[config.mk]
export PLATFORM = sky130hd
export DESIGN_NAME = bounded_list_engine
export DESIGN_NICKNAME = d
export VERILOG_FILES = /design/src/hdl/ble_pkg.sv /design/src/hdl/ble_front.sv /design/src/hdl/ble_queue.sv /design/src/hdl/ble_back.sv /design/src/hdl/bounded_list_engine.sv
export SDC_FILE = /design/constraint.sdc
export NUM_CORES = 1
export LEC_CHECK = 0
export ABC_AREA = 1
export BUFFER_PORTS_ARGS = -buffer_cell sky130_fd_sc_hd__buf_2
export CAP_MARGIN = 40
export CORE_ASPECT_RATIO = 1.4
export CORE_MARGIN = 10
export CORE_UTILIZATION = 30
export DETAILED_ROUTE_END_ITERATION = 8
export HOLD_SLACK_MARGIN = 0.1
export PLACE_DENSITY = 0.47
export SLEW_MARGIN = 5
export SYNTH_ARGS = -nofsm -noshare
export SYNTH_HDL_FRONTEND = slang
export SYNTH_SLANG_ARGS = --single-unit
[constraint.sdc]
create_clock -name clock -period 4.6 [get_ports clock]
set_input_delay 0.92 -clock clock [delete_from_list [all_inputs] [get_ports clock]]
set_output_delay 0.92 -clock clock [all_outputs]
set_load 0.05 [all_outputs]
[src/hdl/ble_pkg.sv]
`timescale 1ns / 1ps
// ----------------------------------------------------------------------------
// Bounded list engine package
// Shared sizes, payload structs, command codes and word helpers.
// ----------------------------------------------------------------------------
package ble_pkg;

   // Capacity of the list and width of one stored word.
   localparam int DEPTH       = 16;
   localparam int WORD_BITS   = 32;
   localparam int PTR_W       = $clog2(DEPTH);
   localparam int LEN_W       = $clog2(DEPTH + 1);

   // Depth of the command queue between the front and the back.
   localparam int QUEUE_DEPTH = 4;
   localparam int QPTR_W      = $clog2(QUEUE_DEPTH);
   localparam int QCNT_W      = $clog2(QUEUE_DEPTH + 1);

   // Operation codes as they arrive on the request channel.
   localparam logic [2:0] OP_ADD_FRONT    = 3'd0;
   localparam logic [2:0] OP_ADD_BACK     = 3'd1;
   localparam logic [2:0] OP_REMOVE_FRONT = 3'd2;
   localparam logic [2:0] OP_REMOVE_VALUE = 3'd3;
   localparam logic [2:0] OP_REVERSE      = 3'd4;
   localparam logic [2:0] OP_DUMP         = 3'd5;

   // Status codes on the response channel.
   localparam logic [1:0] STATUS_OK        = 2'd0;
   localparam logic [1:0] STATUS_EMPTY     = 2'd1;
   localparam logic [1:0] STATUS_NOT_FOUND = 2'd2;
   localparam logic [1:0] STATUS_FULL      = 2'd3;

   typedef logic [WORD_BITS-1:0] word_type;
   typedef logic [PTR_W-1:0]     ptr_type;
   typedef logic [LEN_W-1:0]     len_type;

   // Classified command kinds handed from the front to the back.
   typedef enum logic [2:0] {
      CMD_ADD_FRONT    = 3'd0,
      CMD_ADD_BACK     = 3'd1,
      CMD_REMOVE_FRONT = 3'd2,
      CMD_REMOVE_VALUE = 3'd3,
      CMD_REVERSE      = 3'd4,
      CMD_DUMP         = 3'd5,
      CMD_NOP          = 3'd6
   } cmd_kind_type;

   typedef struct packed {
      logic [2:0]         operation;
      logic signed [31:0] value;
   } req_payload_type;

   typedef struct packed {
      logic [1:0]         status;
      logic signed [31:0] element;
      logic               last;
   } rsp_payload_type;

   typedef struct packed {
      cmd_kind_type kind;
      word_type     word;
   } cmd_type;

   // Step a physical pointer by one slot, wrapping around the storage.
   function automatic ptr_type step_ptr(ptr_type p, logic up);
      ptr_type r;
      if (up) begin
         r = (p == PTR_W'(DEPTH - 1)) ? '0 : p + PTR_W'(1);
      end else begin
         r = (p == '0) ? PTR_W'(DEPTH - 1) : p - PTR_W'(1);
      end
      return r;
   endfunction

   // Keep the low word bits of a sign-extended request value.
   function automatic word_type word_from_value(logic signed [31:0] v);
      logic signed [63:0] ext;
      ext = 64'(v);
      return ext[WORD_BITS-1:0];
   endfunction

   // Sign-extend a stored word and keep 32 bits for the response.
   function automatic logic signed [31:0] element_from_word(word_type w);
      logic signed [63:0] ext;
      ext = 64'($signed(w));
      return ext[31:0];
   endfunction

endpackage

[src/hdl/ble_front.sv]
`timescale 1ns / 1ps
// ----------------------------------------------------------------------------
// Bounded list engine front
// Accepts request transfers and classifies them into commands for the queue.
// ----------------------------------------------------------------------------
module ble_front
   import ble_pkg::*;
(
   input  logic            req_valid,
   output logic            req_stall,
   input  req_payload_type req_payload,
   output logic            cmd_valid,
   input  logic            cmd_stall,
   output cmd_type         cmd
);

   // A request moves straight on whenever the queue has room.
   assign cmd_valid = req_valid;
   assign req_stall = cmd_stall;

   // Decode the operation; unused codes become a no-op command.
   always_comb begin
      cmd.word = word_from_value(req_payload.value);
      case (req_payload.operation)
         OP_ADD_FRONT:    cmd.kind = CMD_ADD_FRONT;
         OP_ADD_BACK:     cmd.kind = CMD_ADD_BACK;
         OP_REMOVE_FRONT: cmd.kind = CMD_REMOVE_FRONT;
         OP_REMOVE_VALUE: cmd.kind = CMD_REMOVE_VALUE;
         OP_REVERSE:      cmd.kind = CMD_REVERSE;
         OP_DUMP:         cmd.kind = CMD_DUMP;
         default:         cmd.kind = CMD_NOP;
      endcase
   end

endmodule

[src/hdl/ble_queue.sv]
`timescale 1ns / 1ps
// ----------------------------------------------------------------------------
// Bounded list engine command queue
// A short FIFO that lets the front and the back stall independently.
// ----------------------------------------------------------------------------
module ble_queue
   import ble_pkg::*;
(
   input  logic    clock,
   input  logic    reset,
   input  logic    in_valid,
   output logic    in_stall,
   input  cmd_type in_cmd,
   output logic    out_valid,
   input  logic    out_pop,
   output cmd_type out_cmd
);

   cmd_type             slot_ff [QUEUE_DEPTH];
   logic [QPTR_W-1:0]   wr_ptr_ff, wr_ptr_in;
   logic [QPTR_W-1:0]   rd_ptr_ff, rd_ptr_in;
   logic [QCNT_W-1:0]   count_ff, count_in;
   logic                push;
   logic                pop;

   assign in_stall  = (count_ff == QCNT_W'(QUEUE_DEPTH));
   assign out_valid = (count_ff != '0);
   assign out_cmd   = slot_ff[rd_ptr_ff];
   assign push      = in_valid && !in_stall;
   assign pop       = out_pop && out_valid;

   // Pointer and occupancy update.
   always_comb begin
      wr_ptr_in = wr_ptr_ff;
      rd_ptr_in = rd_ptr_ff;
      count_in  = count_ff;
      if (push) begin
         wr_ptr_in = (wr_ptr_ff == QPTR_W'(QUEUE_DEPTH - 1)) ? '0 : wr_ptr_ff + QPTR_W'(1);
      end
      if (pop) begin
         rd_ptr_in = (rd_ptr_ff == QPTR_W'(QUEUE_DEPTH - 1)) ? '0 : rd_ptr_ff + QPTR_W'(1);
      end
      if (push && !pop) begin
         count_in = count_ff + QCNT_W'(1);
      end else if (pop && !push) begin
         count_in = count_ff - QCNT_W'(1);
      end
   end

   always_ff @(posedge clock) begin
      if (reset) begin
         wr_ptr_ff <= '0;
         rd_ptr_ff <= '0;
         count_ff  <= '0;
      end else begin
         wr_ptr_ff <= wr_ptr_in;
         rd_ptr_ff <= rd_ptr_in;
         count_ff  <= count_in;
      end
   end

   // Command storage needs no reset.
   always_ff @(posedge clock) begin
      if (push) begin
         slot_ff[wr_ptr_ff] <= in_cmd;
      end
   end

endmodule

[src/hdl/ble_back.sv]
`timescale 1ns / 1ps
// ----------------------------------------------------------------------------
// Bounded list engine back
// Executes commands on a circular word store with head, tail and direction.
// ----------------------------------------------------------------------------
module ble_back
   import ble_pkg::*;
(
   input  logic            clock,
   input  logic            reset,
   input  logic            cmd_valid,
   output logic            cmd_pop,
   input  cmd_type         cmd,
   output logic            rsp_valid,
   input  logic            rsp_stall,
   output rsp_payload_type rsp_payload
);

   typedef enum logic [3:0] {
      ST_IDLE  = 4'b0001,
      ST_SCAN  = 4'b0010,
      ST_SHIFT = 4'b0100,
      ST_DUMP  = 4'b1000
   } state_type;

   state_type       state_ff, state_in;
   ptr_type         head_ff, head_in;
   ptr_type         tail_ff, tail_in;
   len_type         len_ff, len_in;
   logic            rev_ff, rev_in;
   ptr_type         p_ff, p_in;
   ptr_type         cmp_ff, cmp_in;
   logic            primed_ff, primed_in;
   word_type        val_ff, val_in;
   logic            rsp_valid_ff, rsp_valid_in;
   rsp_payload_type rsp_data_ff, rsp_data_in;

   // Word store: one write and one registered read per cycle.
   word_type        mem [DEPTH];
   word_type        rd_data_ff;
   ptr_type         rd_addr;
   logic            we;
   ptr_type         wa;
   word_type        wd;

   logic            out_ok;
   ptr_type         head_fwd, head_bwd, tail_fwd, tail_bwd;
   ptr_type         p_fwd, cmp_fwd;
   logic            full;
   logic            empty;

   assign rsp_valid   = rsp_valid_ff;
   assign rsp_payload = rsp_data_ff;

   // The response register can load when empty or being drained.
   assign out_ok = !rsp_valid_ff || !rsp_stall;
   assign full   = (len_ff == LEN_W'(DEPTH));
   assign empty  = (len_ff == '0);

   // Logical neighbors: forward follows the list order, whatever its direction.
   assign head_fwd = step_ptr(head_ff, !rev_ff);
   assign head_bwd = step_ptr(head_ff, rev_ff);
   assign tail_fwd = step_ptr(tail_ff, !rev_ff);
   assign tail_bwd = step_ptr(tail_ff, rev_ff);
   assign p_fwd    = step_ptr(p_ff, !rev_ff);
   assign cmp_fwd  = step_ptr(cmp_ff, !rev_ff);

   // Command sequencer.
   always_comb begin
      state_in     = state_ff;
      head_in      = head_ff;
      tail_in      = tail_ff;
      len_in       = len_ff;
      rev_in       = rev_ff;
      p_in         = p_ff;
      cmp_in       = cmp_ff;
      primed_in    = primed_ff;
      val_in       = val_ff;
      rsp_valid_in = rsp_valid_ff && rsp_stall;
      rsp_data_in  = rsp_data_ff;
      cmd_pop      = 1'b0;
      rd_addr      = p_ff;
      we           = 1'b0;
      wa           = head_ff;
      wd           = cmd.word;

      case (state_ff)
         ST_IDLE: begin
            if (cmd_valid) begin
               case (cmd.kind)
                  CMD_ADD_FRONT, CMD_ADD_BACK: begin
                     if (out_ok) begin
                        cmd_pop            = 1'b1;
                        rsp_valid_in       = 1'b1;
                        rsp_data_in        = '0;
                        rsp_data_in.last   = 1'b1;
                        if (full) begin
                           rsp_data_in.status = STATUS_FULL;
                        end else begin
                           rsp_data_in.status = STATUS_OK;
                           len_in             = len_ff + LEN_W'(1);
                           we                 = 1'b1;
                           if (empty) begin
                              wa      = head_ff;
                              tail_in = head_ff;
                           end else if (cmd.kind == CMD_ADD_FRONT) begin
                              wa      = head_bwd;
                              head_in = head_bwd;
                           end else begin
                              wa      = tail_fwd;
                              tail_in = tail_fwd;
                           end
                        end
                     end
                  end
                  CMD_REMOVE_FRONT: begin
                     if (out_ok) begin
                        cmd_pop          = 1'b1;
                        rsp_valid_in     = 1'b1;
                        rsp_data_in      = '0;
                        rsp_data_in.last = 1'b1;
                        if (empty) begin
                           rsp_data_in.status = STATUS_EMPTY;
                        end else begin
                           rsp_data_in.status = STATUS_OK;
                           len_in             = len_ff - LEN_W'(1);
                           if (len_ff != LEN_W'(1)) begin
                              head_in = head_fwd;
                           end
                        end
                     end
                  end
                  CMD_REVERSE: begin
                     if (out_ok) begin
                        cmd_pop          = 1'b1;
                        rsp_valid_in     = 1'b1;
                        rsp_data_in      = '0;
                        rsp_data_in.last = 1'b1;
                        if (empty) begin
                           rsp_data_in.status = STATUS_EMPTY;
                        end else begin
                           // Swapping the ends and the direction reverses in place.
                           rsp_data_in.status = STATUS_OK;
                           head_in            = tail_ff;
                           tail_in            = head_ff;
                           rev_in             = !rev_ff;
                        end
                     end
                  end
                  CMD_REMOVE_VALUE, CMD_DUMP: begin
                     if (empty) begin
                        if (out_ok) begin
                           cmd_pop            = 1'b1;
                           rsp_valid_in       = 1'b1;
                           rsp_data_in        = '0;
                           rsp_data_in.last   = 1'b1;
                           rsp_data_in.status = STATUS_EMPTY;
                        end
                     end else begin
                        cmd_pop   = 1'b1;
                        val_in    = cmd.word;
                        p_in      = head_ff;
                        primed_in = 1'b0;
                        state_in  = (cmd.kind == CMD_DUMP) ? ST_DUMP : ST_SCAN;
                     end
                  end
                  default: begin
                     if (out_ok) begin
                        cmd_pop            = 1'b1;
                        rsp_valid_in       = 1'b1;
                        rsp_data_in        = '0;
                        rsp_data_in.last   = 1'b1;
                        rsp_data_in.status = STATUS_OK;
                     end
                  end
               endcase
            end
         end

         // Walk from the front, comparing each word with the value once the registered read port returns it.
         ST_SCAN: begin
            if (primed_ff && (rd_data_ff == val_ff)) begin
               p_in      = cmp_fwd;
               primed_in = 1'b0;
               state_in  = ST_SHIFT;
            end else if (primed_ff && (cmp_ff == tail_ff)) begin
               rd_addr = cmp_ff;
               if (out_ok) begin
                  rsp_valid_in       = 1'b1;
                  rsp_data_in        = '0;
                  rsp_data_in.last   = 1'b1;
                  rsp_data_in.status = STATUS_NOT_FOUND;
                  state_in           = ST_IDLE;
               end
            end else begin
               rd_addr   = p_ff;
               p_in      = p_fwd;
               cmp_in    = p_ff;
               primed_in = 1'b1;
            end
         end

         // Close the gap: each word after the match moves one place forward.
         ST_SHIFT: begin
            if (cmp_ff == tail_ff) begin
               if (out_ok) begin
                  tail_in            = tail_bwd;
                  len_in             = len_ff - LEN_W'(1);
                  rsp_valid_in       = 1'b1;
                  rsp_data_in        = '0;
                  rsp_data_in.last   = 1'b1;
                  rsp_data_in.status = STATUS_OK;
                  state_in           = ST_IDLE;
               end
            end else if (!primed_ff) begin
               rd_addr   = p_ff;
               p_in      = p_fwd;
               primed_in = 1'b1;
            end else if (cmp_fwd == tail_ff) begin
               rd_addr = cmp_fwd;
               if (out_ok) begin
                  we                 = 1'b1;
                  wa                 = cmp_ff;
                  wd                 = rd_data_ff;
                  tail_in            = tail_bwd;
                  len_in             = len_ff - LEN_W'(1);
                  rsp_valid_in       = 1'b1;
                  rsp_data_in        = '0;
                  rsp_data_in.last   = 1'b1;
                  rsp_data_in.status = STATUS_OK;
                  state_in           = ST_IDLE;
               end
            end else begin
               we      = 1'b1;
               wa      = cmp_ff;
               wd      = rd_data_ff;
               cmp_in  = cmp_fwd;
               rd_addr = p_ff;
               p_in    = p_fwd;
            end
         end

         // Stream every word in list order, one transfer per cycle while the receiver does not stall.
         ST_DUMP: begin
            if (primed_ff && out_ok) begin
               rsp_valid_in        = 1'b1;
               rsp_data_in.status  = STATUS_OK;
               rsp_data_in.element = element_from_word(rd_data_ff);
               rsp_data_in.last    = (cmp_ff == tail_ff);
               if (cmp_ff == tail_ff) begin
                  state_in = ST_IDLE;
               end
            end
            if (!primed_ff || out_ok) begin
               rd_addr   = p_ff;
               cmp_in    = p_ff;
               p_in      = p_fwd;
               primed_in = 1'b1;
            end else begin
               rd_addr = cmp_ff;
            end
         end

         default: begin
            state_in = ST_IDLE;
         end
      endcase
   end

   always_ff @(posedge clock) begin
      if (reset) begin
         state_ff     <= ST_IDLE;
         head_ff      <= '0;
         tail_ff      <= '0;
         len_ff       <= '0;
         rev_ff       <= 1'b0;
         primed_ff    <= 1'b0;
         rsp_valid_ff <= 1'b0;
      end else begin
         state_ff     <= state_in;
         head_ff      <= head_in;
         tail_ff      <= tail_in;
         len_ff       <= len_in;
         rev_ff       <= rev_in;
         primed_ff    <= primed_in;
         rsp_valid_ff <= rsp_valid_in;
      end
   end

   // Payload and pointer registers that need no reset.
   always_ff @(posedge clock) begin
      p_ff        <= p_in;
      cmp_ff      <= cmp_in;
      val_ff      <= val_in;
      rsp_data_ff <= rsp_data_in;
   end

   // Word store.
   always_ff @(posedge clock) begin
      if (we) begin
         mem[wa] <= wd;
      end
      rd_data_ff <= mem[rd_addr];
   end

endmodule

[src/hdl/bounded_list_engine.sv]
`timescale 1ns / 1ps
// ----------------------------------------------------------------------------
// Bounded list engine
// An ordered list of up to DEPTH words with front, back and search operations.
// ----------------------------------------------------------------------------
// Usage: a request transfer carries an operation and a value; each request
// yields one response transfer with a status, except a dump of a non-empty
// list, which yields one transfer per element with last set on the final one.
// Both channels use valid and stall; a transfer happens when valid is high
// and stall is low. Requests pass through a four-entry command queue, so the
// request side keeps moving while the back end works or the response waits.
// Add, remove front, reverse and unknown codes pass through the command
// queue and are answered from the idle state through the response register.
// Remove value walks the list from the front, one word per cycle through the
// registered read port of the word store, then shifts the remaining words
// one per cycle. A dump passes through the queue and the registered read port,
// then issues one element per cycle while the receiver does not stall.
// Reset empties the list and the queue at once; no clearing pass is needed.
// When the receiver stalls, the response register holds and the back end
// waits; the queue then fills and stalls the request side.
// ----------------------------------------------------------------------------
module bounded_list_engine
   import ble_pkg::*;
(
   input  logic            clock,
   input  logic            reset,
   input  logic            req_valid,
   output logic            req_stall,
   input  req_payload_type req_payload,
   output logic            rsp_valid,
   input  logic            rsp_stall,
   output rsp_payload_type rsp_payload
);

   logic    front_valid;
   logic    front_stall;
   cmd_type front_cmd;
   logic    queue_valid;
   logic    queue_pop;
   cmd_type queue_cmd;

   ble_front u_front (
      .req_valid   (req_valid),
      .req_stall   (req_stall),
      .req_payload (req_payload),
      .cmd_valid   (front_valid),
      .cmd_stall   (front_stall),
      .cmd         (front_cmd)
   );

   ble_queue u_queue (
      .clock     (clock),
      .reset     (reset),
      .in_valid  (front_valid),
      .in_stall  (front_stall),
      .in_cmd    (front_cmd),
      .out_valid (queue_valid),
      .out_pop   (queue_pop),
      .out_cmd   (queue_cmd)
   );

   ble_back u_back (
      .clock       (clock),
      .reset       (reset),
      .cmd_valid   (queue_valid),
      .cmd_pop     (queue_pop),
      .cmd         (queue_cmd),
      .rsp_valid   (rsp_valid),
      .rsp_stall   (rsp_stall),
      .rsp_payload (rsp_payload)
   );

endmodule

==> flow_summary.json <==
{
  "cap_violations": 0,
  "crit_slowest_cell": "nor2_1",
  "wl_per_cell_um": 20.6,
  "worst_setup_path_start_kind": "register",
  "crit_end": "u_back.rd_data_ff[27]",
  "grt_overflow": 0,
  "max_stage_delay_ps": 520,
  "numCtsBuffers": 74,
  "synthMuxAreaShare": 0.00254,
  "critical_path_class": "register to register",
  "cp.depth": 16,
  "setup_viol": 0,
  "worstPathCellList": "xnor2_1 > nand2_1 > nor2_1 > nand2_1 > nor2_1 > nand3_1 > nand2_1 > nand2_1 > nand2_1 > nand2_1 > nand4_1 > buf_12 > nand3_1 > nand3_1 > nand3_1 > nand2_1",
  "dp_slack_ps": 526,
  "grt_max_degree": 98,
  "ys_seq_elements": 788,
  "clock-sinks": 788,
  "rr_endpoint": "u_back.rd_data_ff[27]",
  "dieWidth_um": 311,
  "via_per_inst": 4.82,
  "mostFrequentLayoutCell": "edfxtp_1",
  "relSlewSlack": 0.401,
  "multi_input_area_mm2": 0.00986,
  "async_flop_share": 0,
  "syn_nets": 3474,
  "rr_worst_depth": 16,
  "vias": 24776,
  "cp_data_arrival_time_ps": 4520,
  "syn_to_final_growth_pct": 14.9,
  "yosysUniqueCellTypes": 54,
  "synthAdderAreaFrac": 0.00656,
  "timing.final.ws_setup_ps": 630,
  "cts_buffer_depth": 3,
  "fp-row-count": 149,
  "fin_total_pwr_w": 0.0289,
  "antenna_found_initial": 0,
  "finalHoldViolations": 0,
  "grt_pass1_wl_um": 157000,
  "fillers": 11833,
  "synth-compound-area-share": 0.0513,
  "critPathCaptureType": "register",
  "final_cell_mix": "edfxtp_1 (727), nand2_1 (681), nand3_1 (648)",
  "avgSynthCellArea_um2": 10.4,
  "r2r_slack_ps": 630,
  "required_ps": 5150,
  "syn-instance-count": 3417,
  "synthXorXnorAreaFrac": 0.00716,
  "start_util": 0.302,
  "powerDensity_mw_per_mm2": 709,
  "synth_top_family_by_area": "simple AND/OR/NAND/NOR gates",
  "seq_area_mm2": 0.0231,
  "tns_ps": 0,
  "hold_path_class": "input port to register",
  "cp_top_family": "simple AND/OR/NAND/NOR gates",
  "die-area_mm2": 0.133,
  "dp_hpwl_um": 64400,
  "cts_hold_buf": 0,
  "synth-simple-area-share": 0.204,
  "fp.dieH_um": 427,
  "drc": 0,
  "peakVddDrop_uv": 381,
  "synth_flop_cell": "edfxtp_1",
  "synth_edf_count": 727,
  "core-area_mm2": 0.118,
  "max_freq_ghz": 0.252,
  "io_pins": 76,
  "fin_crit_sh": 0.863,
  "postCtsResizedCells": 0,
  "p_leak_nw": 16.1,
  "path_max_fanout": 92,
  "skew_ps": 31.4,
  "dr.first_iter.drc_count": 1789,
  "grt_pass1_vias": 23898,
  "path_clk_slew_ps": 70,
  "run_status": "complete, no violations",
  "crit_path_frequent_cell": "nand2_1",
  "syn_area_mm2": 0.0355,
  "timing.rr.start": "u_back.rd_data_ff[20]",
  "crit_start": "u_back.rd_data_ff[20]",
  "nets": 3552,
  "drive_gt1_frac": 0.0996,
  "cts_tree": "built",
  "ant_nets": 0,
  "drt-total-wl_um": 106000,
  "tightestPinTransition_ps": 893,
  "ys_warn_count": 0,
  "rsz0062_at_grt": "false",
  "cts_htree_levels": 3,
  "drt_pre_antenna_iters": 6,
  "grt_usage": 0.156,
  "period_needed_ps": 3970,
  "io_buffers": 75,
  "cp_num_buf_inv": 1,
  "insertion_delay_ps": 670,
  "clockRootBuffer": "clkbuf_16",
  "slew_violations": 0,
  "postCtsSetupBuffers": 0,
  "gp_congestion": 0.880,
  "seq_area_frac_synth": 0.650
}
[worst register-to-register path: stages, from the launching register on]
cell and delay [ps]:
dfxtp_1 510, xnor2_1 160, nand2_1 60, nor2_1 520, nand2_1 120, nor2_1 240
nand3_1 280, nand2_1 270, nand2_1 240, nand2_1 200, nand2_1 70, nand4_1 190
buf_12 430, nand3_1 180, nand3_1 100, nand3_1 100, nand2_1 200
[layer usage]
metal | GRT usage | wire length (um) | part of all wire
met1 | 0.183 | 42900 | 0.40
met4 | 0.0533 | 2990 | 0.028
met3 | 0.0236 | 4960 | 0.047
met5 | 0 | 0 | 0
met2 | 0.286 | 55200 | 0.52
[power breakdown]
group / switching (W) / total (W) / internal (W)
Combinational: 0.00870 / 0.0119 / 0.00319
Clock: 0.00279 / 0.00637 / 0.00358
Sequential: 0.000706 / 0.0106 / 0.00993
[how the worst min path moves through the flow]
stage,startpoint,to,cells past startpoint
final,req_payload[0],u_queue.slot_ff[0][0],1
after global routing,req_payload[8],u_queue.slot_ff[0][8],1
after CTS,req_payload[0],u_queue.slot_ff[0][0],1
after detailed placement,u_queue.count_ff[2],u_queue.count_ff[2],2
after global placement,u_queue.count_ff[2],u_queue.count_ff[2],2
after floorplan,u_queue.count_ff[2],u_queue.count_ff[2],2
[cells by family after synthesis]
kind of cell	count (synthesis)
compound gates	311
xor+xnor	29
fa+ha+maj	18
buf+inv	658
flops	788
mux	8
simple gates	1605
[state kept, by name, indices dropped and copies added, names as in the netlist, 3 cells and up, named ones only]
name and cells:
u_back.state_ff 4, u_back.p_ff 4, u_back.rsp_payload 35, u_back.rd_data_ff 32
u_queue.count_ff 3, u_back.len_ff 5, u_back.mem 512, u_back.cmp_ff 4
u_back.tail_ff 4, u_queue.slot_ff 140, u_back.head_ff 4, u_back.val_ff 32
[stage by stage]
step	hold WS, ps	std cells	area [um2]	util
2_1_floorplan	460	3417	35500	-
3_3_place_gp	473	4999	38200	0.325
3_5_place_dp	491	5004	38300	0.326
4_1_cts	416	5138	40800	0.346
5_1_grt	449	5138	40800	0.346
6_report	467	5140	40800	0.347
[synthesized netlist by cell type, types with 4 or more instances]
| library cell | instances | area share |
|---|---|---|
| o21ai_0 | 143 | 0.020 |
| inv_1 | 463 | 0.049 |
| a211oi_1 | 6 | 0.0013 |
| edfxtp_1 | 727 | 0.62 |
| nor2_1 | 163 | 0.017 |
| a31oi_1 | 6 | 0.0011 |
| a21oi_1 | 48 | 0.0068 |
| mux2_2 | 8 | 0.0025 |
| nand4_1 | 10 | 0.0018 |
| nand2_1 | 683 | 0.072 |
| buf_4 | 27 | 0.0057 |
| inv_2 | 6 | 0.00063 |
| o22ai_1 | 39 | 0.0069 |
| nor3_1 | 11 | 0.0016 |
| xnor2_1 | 16 | 0.0040 |
| a22oi_1 | 37 | 0.0078 |
| xor2_1 | 13 | 0.0032 |
| buf_6 | 19 | 0.0060 |
| buf_2 | 69 | 0.0097 |
| nand3b_1 | 72 | 0.015 |
| dfxtp_1 | 61 | 0.034 |
| nand3_1 | 648 | 0.091 |
| nand2_2 | 4 | 0.00071 |
| clkbuf_1 | 69 | 0.0073 |
| o211ai_1 | 7 | 0.0015 |
| ha_1 | 17 | 0.0060 |
[cell type report]
| type | instances | area share |
|---|---|---|
| clock buffer | 93 | 0.0484 |
| timing repair buffer | 189 | 0.0403 |
| inverter | 471 | 0.0434 |
| tap | 1585 | 0.0486 |
| multi-input combinational | 1971 | 0.242 |
| sequential | 788 | 0.566 |
| clock inverter | 41 | 0.0118 |
| antenna | 2 | 0.000123 |
Power figures use the tool's default switching activity.
